===== src/rtl/ssg_pkg.sv =====
`timescale 1ns / 1ps
// ----------------------------------------------------------------------------
// ssg_pkg
// Types, constants and helpers shared by the sequential stream generator.
// ----------------------------------------------------------------------------
package ssg_pkg;

    localparam int ADDR_W    = 48;
    localparam int FRAC_W    = 16;
    localparam int UNIT_W    = 8;
    localparam int SIZE_W    = 8;
    localparam int CFG_IDX_W = 3;
    localparam int CFG_DW    = ADDR_W;

    localparam int RF_W   = FRAC_W + 1;
    localparam int N_W    = 2 * FRAC_W + 1;
    localparam int MA_W   = FRAC_W + 1;
    localparam int PROD_W = MA_W + ADDR_W;
    localparam int ACC_W  = N_W + ADDR_W;
    localparam int SEQ_W  = ADDR_W + 1;

    // size thresholds, ceil(p / 100 * 2^F)
    localparam logic [FRAC_W-1:0] TH_40 = FRAC_W'(((longint'(40) << FRAC_W) + 99) / 100);
    localparam logic [FRAC_W-1:0] TH_64 = FRAC_W'(((longint'(64) << FRAC_W) + 99) / 100);
    localparam logic [FRAC_W-1:0] TH_84 = FRAC_W'(((longint'(84) << FRAC_W) + 99) / 100);
    localparam logic [FRAC_W-1:0] TH_92 = FRAC_W'(((longint'(92) << FRAC_W) + 99) / 100);

    localparam logic [SIZE_W-1:0] SZ_8   = SIZE_W'(8);
    localparam logic [SIZE_W-1:0] SZ_16  = SIZE_W'(16);
    localparam logic [SIZE_W-1:0] SZ_32  = SIZE_W'(32);
    localparam logic [SIZE_W-1:0] SZ_64  = SIZE_W'(64);
    localparam logic [SIZE_W-1:0] SZ_128 = SIZE_W'(128);

    localparam logic [RF_W-1:0]   RST_READ_FRAC = RF_W'(longint'(1) << (FRAC_W - 1));
    localparam logic [ADDR_W-1:0] RST_VOLUME    = ADDR_W'(1048576);
    localparam logic [FRAC_W-1:0] RST_RUN_LEN   = FRAC_W'(((longint'(1) << FRAC_W) + 5) / 10);

    typedef enum logic [CFG_IDX_W-1:0] {
        CFG_UNIT_ID,
        CFG_READ_FRAC,
        CFG_VOLUME,
        CFG_CENTRE,
        CFG_SPREAD,
        CFG_STRIDE,
        CFG_RUN_LEN
    } t_cfg_idx;

    typedef enum logic [3:0] {
        ST_IDLE,
        ST_CHECK,
        ST_MRS,
        ST_NCALC,
        ST_MNL,
        ST_MNH,
        ST_ACC,
        ST_CLAMP,
        ST_LIMIT,
        ST_EMIT
    } t_state;

    typedef enum logic [1:0] {
        MUL_RS,
        MUL_NL,
        MUL_NH,
        MUL_RL
    } t_mul_sel;

    typedef struct packed {
        logic [FRAC_W-1:0] rand_size;
        logic [FRAC_W-1:0] rand_start;
        logic [FRAC_W-1:0] rand_dir;
    } t_req_in;

    typedef struct packed {
        logic [ADDR_W-1:0] block_address;
        logic              is_write;
        logic [UNIT_W-1:0] unit_out;
        logic [SIZE_W-1:0] transfer_blocks;
    } t_cmd_out;

    typedef struct packed {
        logic     cap_in;
        logic     check;
        logic     mul_en;
        t_mul_sel mul_sel;
        logic     calc_n;
        logic     acc_load;
        logic     acc_add;
        logic     clamp;
        logic     limit;
        logic     emit;
    } t_ctl;

    typedef struct packed {
        logic new_run;
        logic out_free;
    } t_sts;

    function automatic logic [SIZE_W-1:0] smix_size(input logic [FRAC_W-1:0] r);
        logic [SIZE_W-1:0] s;
        if (r < TH_40) begin
            s = SZ_8;
        end else if (r < TH_64) begin
            s = SZ_16;
        end else if (r < TH_84) begin
            s = SZ_32;
        end else if (r < TH_92) begin
            s = SZ_64;
        end else begin
            s = SZ_128;
        end
        return s;
    endfunction

endpackage


===== src/rtl/sequential_io_stream_generator_unit.sv =====
`timescale 1ns / 1ps
// ----------------------------------------------------------------------------
// sequential_io_stream_generator_unit
// Turns random fractions into sequential storage commands with SMIX sizes.
// ----------------------------------------------------------------------------
//  channel  | direction | handshake               | payload
//  request  | in        | i_in_valid / o_in_stall | i_in_data   (t_req_in)
//  command  | out       | o_out_valid/i_out_stall | o_out_data  (t_cmd_out)
//  config   | in        | i_cfg_we                | i_cfg_addr, i_cfg_data
//
//  Inside a run a request goes from the address check straight to emit;
//  a new run adds four passes through the one shared 17x48 multiplier.
//  Synchronous active-low reset; the first command always starts a new run.
//  A finished command sits in the output register; the next request is
//  taken while it waits, and the following one waits for that slot.
// ----------------------------------------------------------------------------
module sequential_io_stream_generator_unit (
    input  logic                             i_clk,
    input  logic                             i_rst_n,
    input  logic                             i_cfg_we,
    input  logic [ssg_pkg::CFG_IDX_W-1:0]    i_cfg_addr,
    input  logic [ssg_pkg::CFG_DW-1:0]       i_cfg_data,
    input  logic                             i_in_valid,
    output logic                             o_in_stall,
    input  ssg_pkg::t_req_in                 i_in_data,
    output logic                             o_out_valid,
    input  logic                             i_out_stall,
    output ssg_pkg::t_cmd_out                o_out_data
);

    ssg_pkg::t_ctl w_ctl;
    ssg_pkg::t_sts w_sts;

    ssg_ctrl u_ctrl (
        .i_clk      (i_clk),
        .i_rst_n    (i_rst_n),
        .i_in_valid (i_in_valid),
        .i_sts      (w_sts),
        .o_in_stall (o_in_stall),
        .o_ctl      (w_ctl)
    );

    ssg_dp u_dp (
        .i_clk       (i_clk),
        .i_rst_n     (i_rst_n),
        .i_cfg_we    (i_cfg_we),
        .i_cfg_addr  (i_cfg_addr),
        .i_cfg_data  (i_cfg_data),
        .i_in_data   (i_in_data),
        .i_ctl       (w_ctl),
        .o_sts       (w_sts),
        .o_out_valid (o_out_valid),
        .i_out_stall (i_out_stall),
        .o_out_data  (o_out_data)
    );

    a_valid_from_emit: assert property (@(posedge i_clk) disable iff (!i_rst_n)
        $rose(o_out_valid) |-> $past(w_ctl.emit))
        else $error("command valid without emit");

    a_no_overwrite: assert property (@(posedge i_clk) disable iff (!i_rst_n)
        w_ctl.emit |-> (!o_out_valid || !i_out_stall))
        else $error("emit over a stalled command");

    a_size_legal: assert property (@(posedge i_clk) disable iff (!i_rst_n)
        o_out_valid |-> ($onehot(o_out_data.transfer_blocks)
                         && o_out_data.transfer_blocks[2:0] == 3'b000))
        else $error("illegal transfer size");

endmodule


===== src/rtl/ssg_ctrl.sv =====
`timescale 1ns / 1ps
// ----------------------------------------------------------------------------
// ssg_ctrl
// Sequencer: steps each request through address check, new-run math when a new run starts, and emit.
// ----------------------------------------------------------------------------
module ssg_ctrl (
    input  logic           i_clk,
    input  logic           i_rst_n,
    input  logic           i_in_valid,
    input  ssg_pkg::t_sts  i_sts,
    output logic           o_in_stall,
    output ssg_pkg::t_ctl  o_ctl
);

    ssg_pkg::t_state r_state;
    ssg_pkg::t_state n_state;

    always_ff @(posedge i_clk) begin
        if (!i_rst_n) begin
            r_state <= ssg_pkg::ST_IDLE;
        end else begin
            r_state <= n_state;
        end
    end

    assign o_in_stall = (r_state != ssg_pkg::ST_IDLE);

    always_comb begin
        n_state       = r_state;
        o_ctl         = '0;
        o_ctl.mul_sel = ssg_pkg::MUL_RS;
        unique case (r_state)
            ssg_pkg::ST_IDLE: begin
                if (i_in_valid) begin
                    o_ctl.cap_in = 1'b1;
                    n_state      = ssg_pkg::ST_CHECK;
                end
            end
            ssg_pkg::ST_CHECK: begin
                o_ctl.check = 1'b1;
                n_state     = i_sts.new_run ? ssg_pkg::ST_MRS : ssg_pkg::ST_EMIT;
            end
            ssg_pkg::ST_MRS: begin
                o_ctl.mul_en  = 1'b1;
                o_ctl.mul_sel = ssg_pkg::MUL_RS;
                n_state       = ssg_pkg::ST_NCALC;
            end
            ssg_pkg::ST_NCALC: begin
                o_ctl.calc_n = 1'b1;
                n_state      = ssg_pkg::ST_MNL;
            end
            ssg_pkg::ST_MNL: begin
                o_ctl.mul_en  = 1'b1;
                o_ctl.mul_sel = ssg_pkg::MUL_NL;
                n_state       = ssg_pkg::ST_MNH;
            end
            ssg_pkg::ST_MNH: begin
                o_ctl.mul_en   = 1'b1;
                o_ctl.mul_sel  = ssg_pkg::MUL_NH;
                o_ctl.acc_load = 1'b1;
                n_state        = ssg_pkg::ST_ACC;
            end
            ssg_pkg::ST_ACC: begin
                o_ctl.acc_add = 1'b1;
                o_ctl.mul_en  = 1'b1;
                o_ctl.mul_sel = ssg_pkg::MUL_RL;
                n_state       = ssg_pkg::ST_CLAMP;
            end
            ssg_pkg::ST_CLAMP: begin
                o_ctl.clamp = 1'b1;
                n_state     = ssg_pkg::ST_LIMIT;
            end
            ssg_pkg::ST_LIMIT: begin
                o_ctl.limit = 1'b1;
                n_state     = ssg_pkg::ST_EMIT;
            end
            ssg_pkg::ST_EMIT: begin
                if (i_sts.out_free) begin
                    o_ctl.emit = 1'b1;
                    n_state    = ssg_pkg::ST_IDLE;
                end
            end
            default: begin
                n_state = ssg_pkg::ST_IDLE;
            end
        endcase
    end

endmodule


===== src/rtl/ssg_dp.sv =====
`timescale 1ns / 1ps
// ----------------------------------------------------------------------------
// ssg_dp
// Datapath: config registers, run state, shared 17x48 multiplier, output reg.
// ----------------------------------------------------------------------------
module ssg_dp (
    input  logic                             i_clk,
    input  logic                             i_rst_n,
    input  logic                             i_cfg_we,
    input  logic [ssg_pkg::CFG_IDX_W-1:0]    i_cfg_addr,
    input  logic [ssg_pkg::CFG_DW-1:0]       i_cfg_data,
    input  ssg_pkg::t_req_in                 i_in_data,
    input  ssg_pkg::t_ctl                    i_ctl,
    output ssg_pkg::t_sts                    o_sts,
    output logic                             o_out_valid,
    input  logic                             i_out_stall,
    output ssg_pkg::t_cmd_out                o_out_data
);

    localparam int AW = ssg_pkg::ADDR_W;
    localparam int FW = ssg_pkg::FRAC_W;

    // configuration
    logic [ssg_pkg::UNIT_W-1:0] r_unit;
    logic [ssg_pkg::RF_W-1:0]   r_read_frac;
    logic [AW-1:0]              r_volume;
    logic [FW-1:0]              r_centre;
    logic [FW-1:0]              r_spread;
    logic [FW-1:0]              r_stride;
    logic [FW-1:0]              r_run_len;

    // run state
    logic [AW-1:0]                 r_prev_addr;
    logic [ssg_pkg::SIZE_W-1:0]    r_prev_size;
    logic [AW-1:0]                 r_limit;
    logic                          r_out_valid;

    // working registers
    ssg_pkg::t_req_in              r_in;
    logic [ssg_pkg::SIZE_W-1:0]    r_size;
    logic [ssg_pkg::SEQ_W-1:0]     r_seq;
    logic [ssg_pkg::PROD_W-1:0]    r_prod;
    logic [ssg_pkg::N_W-1:0]       r_n;
    logic [ssg_pkg::ACC_W-1:0]     r_acc;
    logic [AW-1:0]                 r_start;
    logic [AW-1:0]                 r_addr;
    ssg_pkg::t_cmd_out             r_out;

    logic [ssg_pkg::SEQ_W:0]       w_seq_end;
    logic                          w_new_run;
    logic [ssg_pkg::MA_W-1:0]      w_mul_a;
    logic [AW-1:0]                 w_mul_b;
    logic [ssg_pkg::PROD_W-1:0]    w_prod;
    logic [ssg_pkg::N_W-1:0]       w_pos;
    logic [ssg_pkg::N_W-1:0]       w_neg;
    logic [AW:0]                   w_a_raw;
    logic [AW+1:0]                 w_a_end;
    logic [AW-1:0]                 w_len;
    logic [AW:0]                   w_lim;

    always_ff @(posedge i_clk) begin
        if (!i_rst_n) begin
            r_unit      <= '0;
            r_read_frac <= ssg_pkg::RST_READ_FRAC;
            r_volume    <= ssg_pkg::RST_VOLUME;
            r_centre    <= '0;
            r_spread    <= '0;
            r_stride    <= '0;
            r_run_len   <= ssg_pkg::RST_RUN_LEN;
        end else if (i_cfg_we) begin
            unique case (i_cfg_addr)
                ssg_pkg::CFG_UNIT_ID:   r_unit      <= i_cfg_data[ssg_pkg::UNIT_W-1:0];
                ssg_pkg::CFG_READ_FRAC: r_read_frac <= i_cfg_data[ssg_pkg::RF_W-1:0];
                ssg_pkg::CFG_VOLUME:    r_volume    <= i_cfg_data[AW-1:0];
                ssg_pkg::CFG_CENTRE:    r_centre    <= i_cfg_data[FW-1:0];
                ssg_pkg::CFG_SPREAD:    r_spread    <= i_cfg_data[FW-1:0];
                ssg_pkg::CFG_STRIDE:    r_stride    <= i_cfg_data[FW-1:0];
                ssg_pkg::CFG_RUN_LEN:   r_run_len   <= i_cfg_data[FW-1:0];
                default: begin
                end
            endcase
        end
    end

    // sequential candidate end, minus one: compares against limit directly
    assign w_seq_end = (ssg_pkg::SEQ_W+1)'(r_seq)
                     + (ssg_pkg::SEQ_W+1)'(r_size - ssg_pkg::SIZE_W'(1));
    assign w_new_run = (w_seq_end > (ssg_pkg::SEQ_W+1)'(r_limit));

    always_comb begin
        unique case (i_ctl.mul_sel)
            ssg_pkg::MUL_RS: begin
                w_mul_a = ssg_pkg::MA_W'(r_in.rand_start);
                w_mul_b = AW'(r_spread);
            end
            ssg_pkg::MUL_NL: begin
                w_mul_a = r_n[ssg_pkg::MA_W-1:0];
                w_mul_b = r_volume;
            end
            ssg_pkg::MUL_NH: begin
                w_mul_a = ssg_pkg::MA_W'(r_n[ssg_pkg::N_W-1:ssg_pkg::MA_W]);
                w_mul_b = r_volume;
            end
            ssg_pkg::MUL_RL: begin
                w_mul_a = ssg_pkg::MA_W'(r_run_len);
                w_mul_b = r_volume;
            end
            default: begin
                w_mul_a = '0;
                w_mul_b = '0;
            end
        endcase
    end

    assign w_prod  = ssg_pkg::PROD_W'(w_mul_a) * ssg_pkg::PROD_W'(w_mul_b);

    assign w_pos   = ssg_pkg::N_W'({r_centre, FW'(0)}) + ssg_pkg::N_W'(r_prod[2*FW-1:0]);
    assign w_neg   = ssg_pkg::N_W'({r_spread, (FW-1)'(0)});

    assign w_a_raw = r_acc[ssg_pkg::ACC_W-1:2*FW];
    assign w_a_end = (AW+2)'(w_a_raw) + (AW+2)'(r_size);

    assign w_len   = r_prod[FW+AW-1:FW];
    assign w_lim   = (AW+1)'(r_start) + (AW+1)'(w_len);

    always_ff @(posedge i_clk) begin
        if (!i_rst_n) begin
            r_prev_addr <= AW'(1);
            r_prev_size <= '0;
            r_limit     <= '0;
            r_out_valid <= 1'b0;
        end else begin
            if (i_ctl.limit) begin
                if (r_volume == '0) begin
                    r_limit <= '0;
                end else if (w_lim >= (AW+1)'(r_volume)) begin
                    r_limit <= r_volume - AW'(1);
                end else begin
                    r_limit <= w_lim[AW-1:0];
                end
            end
            if (i_ctl.emit) begin
                r_prev_addr <= r_addr;
                r_prev_size <= r_size;
                r_out_valid <= 1'b1;
            end else if (!i_out_stall) begin
                r_out_valid <= 1'b0;
            end
        end
    end

    always_ff @(posedge i_clk) begin
        if (i_ctl.cap_in) begin
            r_in   <= i_in_data;
            r_size <= ssg_pkg::smix_size(i_in_data.rand_size);
            r_seq  <= ssg_pkg::SEQ_W'(r_prev_addr) + ssg_pkg::SEQ_W'(r_prev_size)
                    + ssg_pkg::SEQ_W'(r_stride);
        end
        if (i_ctl.mul_en) begin
            r_prod <= w_prod;
        end
        if (i_ctl.calc_n) begin
            r_n <= (w_pos < w_neg) ? '0 : w_pos - w_neg;
        end
        if (i_ctl.acc_load) begin
            r_acc <= ssg_pkg::ACC_W'(r_prod);
        end else if (i_ctl.acc_add) begin
            r_acc <= r_acc + (ssg_pkg::ACC_W'(r_prod) << ssg_pkg::MA_W);
        end
        if (i_ctl.clamp) begin
            if (w_a_end > (AW+2)'(r_volume)) begin
                r_start <= (r_volume >= AW'(r_size)) ? r_volume - AW'(r_size) : '0;
            end else begin
                r_start <= w_a_raw[AW-1:0];
            end
        end
        if (i_ctl.check) begin
            r_addr <= r_seq[AW-1:0];
        end else if (i_ctl.limit) begin
            r_addr <= r_start;
        end
        if (i_ctl.emit) begin
            r_out.block_address   <= r_addr;
            r_out.is_write        <= !(ssg_pkg::RF_W'(r_in.rand_dir) < r_read_frac);
            r_out.unit_out        <= r_unit;
            r_out.transfer_blocks <= r_size;
        end
    end

    assign o_sts.new_run  = w_new_run;
    assign o_sts.out_free = !r_out_valid || !i_out_stall;
    assign o_out_valid    = r_out_valid;
    assign o_out_data     = r_out;

endmodule

===== config.mk =====
export PLATFORM = sky130hd
export DESIGN_NAME = sequential_io_stream_generator_unit
export DESIGN_NICKNAME = d
export VERILOG_FILES = /design/src/rtl/ssg_pkg.sv /design/src/rtl/sequential_io_stream_generator_unit.sv /design/src/rtl/ssg_ctrl.sv /design/src/rtl/ssg_dp.sv
export SDC_FILE = /design/constraint.sdc
export NUM_CORES = 2
export LEC_CHECK = 0
export ABC_CLOCK_PERIOD_IN_PS = 13800
export BUFFER_PORTS_ARGS = -buffer_cell sky130_fd_sc_hd__buf_4
export CORE_MARGIN = 2
export CORE_UTILIZATION = 52
export DETAILED_ROUTE_END_ITERATION = 12
export GPL_TIMING_DRIVEN = 0
export PLACE_DENSITY = 0.68
export SYNTH_ARGS = -nofsm -noshare
export SYNTH_HDL_FRONTEND = slang
export SYNTH_HIERARCHICAL = 1
export SYNTH_SLANG_ARGS = --single-unit

===== constraint.sdc =====
create_clock -name i_clk -period 13.8 [get_ports i_clk]
set_input_delay 2.76 -clock i_clk [delete_from_list [all_inputs] [get_ports i_clk]]
set_output_delay 2.76 -clock i_clk [all_outputs]
set_load 0.05 [all_outputs]

==> results.cfg <==
[layout]
n_fill_cell = 11900
syn_to_final_growth_pct = 9.52
multiInputGateArea_um2 = 46100
regArea_um2 = 16900
final_core_util = 0.575
final_area_um2 = 74700
drive_gt1_frac = 0.0648
nets = 9186

[synth]
synthArstFlopShare = 0
synth_edf_count = 390
synth_flop_cell = edfxtp_1
ys_ff_latch = 649
syn_inst = 7580
syn_area_per_cell_um2 = 8.99
synth-seq-area-share = 0.248
yosys.area.top_type = fa_1
syn_area_um2 = 68200
synthTopCellsByArea = fa_1, edfxtp_1, ha_1
yosysWarningCount = 6
synth_cell_types = 105
netlist.area_leader.share = 0.206

[route]
vias_per_cell = 5.84
drt-wirelength-per-cell_um = 23.8
wirelength_mm = 230
antenna_left = 0
dr_total_vias = 56400
drtPass1Iterations = 6
first_iter_violations = 4927
drc = 0

[pwr]
irDropWorstVdd_uv = 102
power_density_nw_per_um2 = 140
p_leak_uw = 0.0329
finalPower_uw = 10400

[clock_network]
cts_sinks = 649
cts_buffers = 77
root_buffer = clkbuf_16
clockBufferDepth = 3
postCtsHoldBufs = 0
insertion_delay_ns = 0.68
cts_tree = done
cts-resized-gates = 0
post_cts_buffers = 0
clk_pin_slew_ns = 0.06
htreeDepth = 3

[critical_path]
reg2reg_slack_ns = 1.34
cp_num_cells = 30
crit_top_cell = fa_1
slowest_stage = a21boi_1
timing.critical_path.buf_inv = 9
crit_required_ns = 14.13
worstReg2RegStart = u_ctrl/r_state[1]$_SDFFE_PN0P_
crit_arrival_ns = 12.78
crit_path_start_kind = register
cpLargestDelayFamily = compound AO/OA/AOI/OAI gates
criticalPathCategory = reg2reg
endpoint_kind = register
r2r-end = u_dp/r_prod[57]$_DFFE_PP_
rr_worst_depth = 30
cp_max_fo = 10
cpPeakStageDelay_ns = 1.40

[grt]
grt_pass1_wl_mm = 346
overflow = 0
grt_pass1_vias = 56600
grt_max_degree = 64
antenna_found_initial = 6
grt_usage = 0.342

[die]
die_x_um = 366
fp.dieH_um = 366
dieArea_um2 = 134000
initial_utilization = 0.525
core_um2 = 130000
rows = 132
ios = 171

[sta]
final-hold-violation-count = 0
post-route-period-util = 0.903
tightestPinTransition_ns = 1.56
setup_violations = 0
slew_headroom = -0.0403
finalCriticalPeriod_ns = 12.46
tns_ns = 0
clock-skew-final_ns = 0.0287
max_freq_mhz = 80.3
slew_violations = 11
rsz0062_at_grt = false

[hold_path]
hp-start = u_dp/r_unit[5]$_SDFFE_PN0P_
hold_depth = 0
min_to = u_dp/o_out_data[13]$_DFFE_PP_
hp-class = reg2reg

[status]
status = complete, but fails checks
violations = max-capacitance violations, max-slew violations

[placed_design]
io_buffers = 167
place_area_um2 = 72000
gp_congestion = 1.00
dpl.hpwl_mm = 190

[job]
cap_violations = 2
## layout make-up
type | count | area share
plain buffers | 313 | 0.0180
multi-input cells | 5570 | 0.617
clock buffers | 101 | 0.0284
diodes | 6 | 0.000201
inverters | 1050 | 0.0528
flip-flops and latches | 649 | 0.226
well taps | 1742 | 0.0292
repair buffers | 192 | 0.0210
clock inverters | 43 | 0.00732
## report_power, final
group / switching (µW) / internal, µW
sequential: 421 / 2620
clock: 907 / 1250
combinational: 3190 / 2060
## cell usage after synthesis, drive strengths merged, types with 158 or more instances
master and count:
a21boi 158, a21o 204, a21oi 291, clkbuf 275, dfxtp 259, edfxtp 390, fa 701, ha 528
inv 1043, nand2 1133, nand3 190, nor2 498, o21ai 260, xnor2 284
## layer usage
| metal | GRT usage | wire length, µm | vias to the layer above | share of wire |
|---|---|---|---|---|
| li1 | - | - | 25700 | - |
| met1 | 0.467 | 95300 | 27700 | 0.41 |
| met2 | 0.534 | 101000 | 2564 | 0.44 |
| met3 | 0.0635 | 22500 | 431 | 0.098 |
| met4 | 0.144 | 11300 | 2 | 0.049 |
| met5 | 0 | 8 | - | 0.000035 |
## registers in the layout, indices dropped and copies added (netlist names), 33 cells and up
name              cells
u_dp/r_start         48
u_dp/r_volume        48
u_dp/r_seq           49
u_dp/r_prev_addr     48
u_dp/r_acc           64
u_dp/o_out_data      62
u_dp/r_limit         48
u_dp/r_n             33
u_dp/r_addr          48
u_dp/r_prod          65
## how the worst max path moves through the flow
stage	from	slack, ns	to
CTS	u_ctrl/r_state[1]$_SDFFE_PN0P_	1.52	u_dp/r_prod[61]$_DFFE_PP_
global route	u_ctrl/r_state[1]$_SDFFE_PN0P_	1.06	u_dp/r_prod[61]$_DFFE_PP_
finish	u_ctrl/r_state[1]$_SDFFE_PN0P_	1.34	u_dp/r_prod[57]$_DFFE_PP_
global placement	u_ctrl/r_state[1]$_SDFFE_PN0P_	1.55	u_dp/r_prod[61]$_DFFE_PP_
detailed placement	u_ctrl/r_state[1]$_SDFFE_PN0P_	1.58	u_dp/r_prod[57]$_DFFE_PP_
floorplan	u_ctrl/r_state[1]$_SDFFE_PN0P_	5.31	u_dp/r_prod[62]$_DFFE_PP_
## cells by family after synthesis
group | after synthesis | share of synthesized area
AND/OR/NAND/NOR | 2446 | 0.162
flip-flops | 649 | 0.248
AO/OA/AOI/OAI | 1288 | 0.125
adder cells (fa/ha/maj) | 1229 | 0.303
buffers and inverters | 1363 | 0.0775
other | 1 | 0.0000550
XOR/XNOR | 387 | 0.0497
multiplexers | 217 | 0.0350
## cell usage in the layout (no fill, tap or decap), drive strengths merged, types with 29 or more instances in the layout
cell,Yosys,routed
a211oi,36,36
a21boi,158,158
a21o,204,204
a21oi,291,291
a31oi,33,33
and2,74,74
and3,70,70
buf,38,230
clkbuf,275,376
clkinv,7,35
dfxtp,259,259
edfxtp,390,390
fa,701,701
ha,528,528
inv,1043,1047
mux2,110,110
mux2i,107,107
nand2,1133,1133
nand2b,60,60
nand3,190,190
nand4,90,90
nor2,498,498
nor2b,114,114
nor3,93,93
o211ai,29,29
o21a,51,51
o21ai,260,260
o21bai,56,56
xnor2,284,284
xor2,103,103
## through the flow
step           hold slack [ns]  setup slack, ns  cells
6_report                 0.429             1.34   9666
5_1_grt                  0.449             1.06   9660
4_1_cts                  0.429             1.52   9659
3_5_place_dp             0.415             1.58   9515
3_3_place_gp             0.419             1.55   9491
2_1_floorplan            0.408             5.31   7582
(Power assumes the default switching activity.)
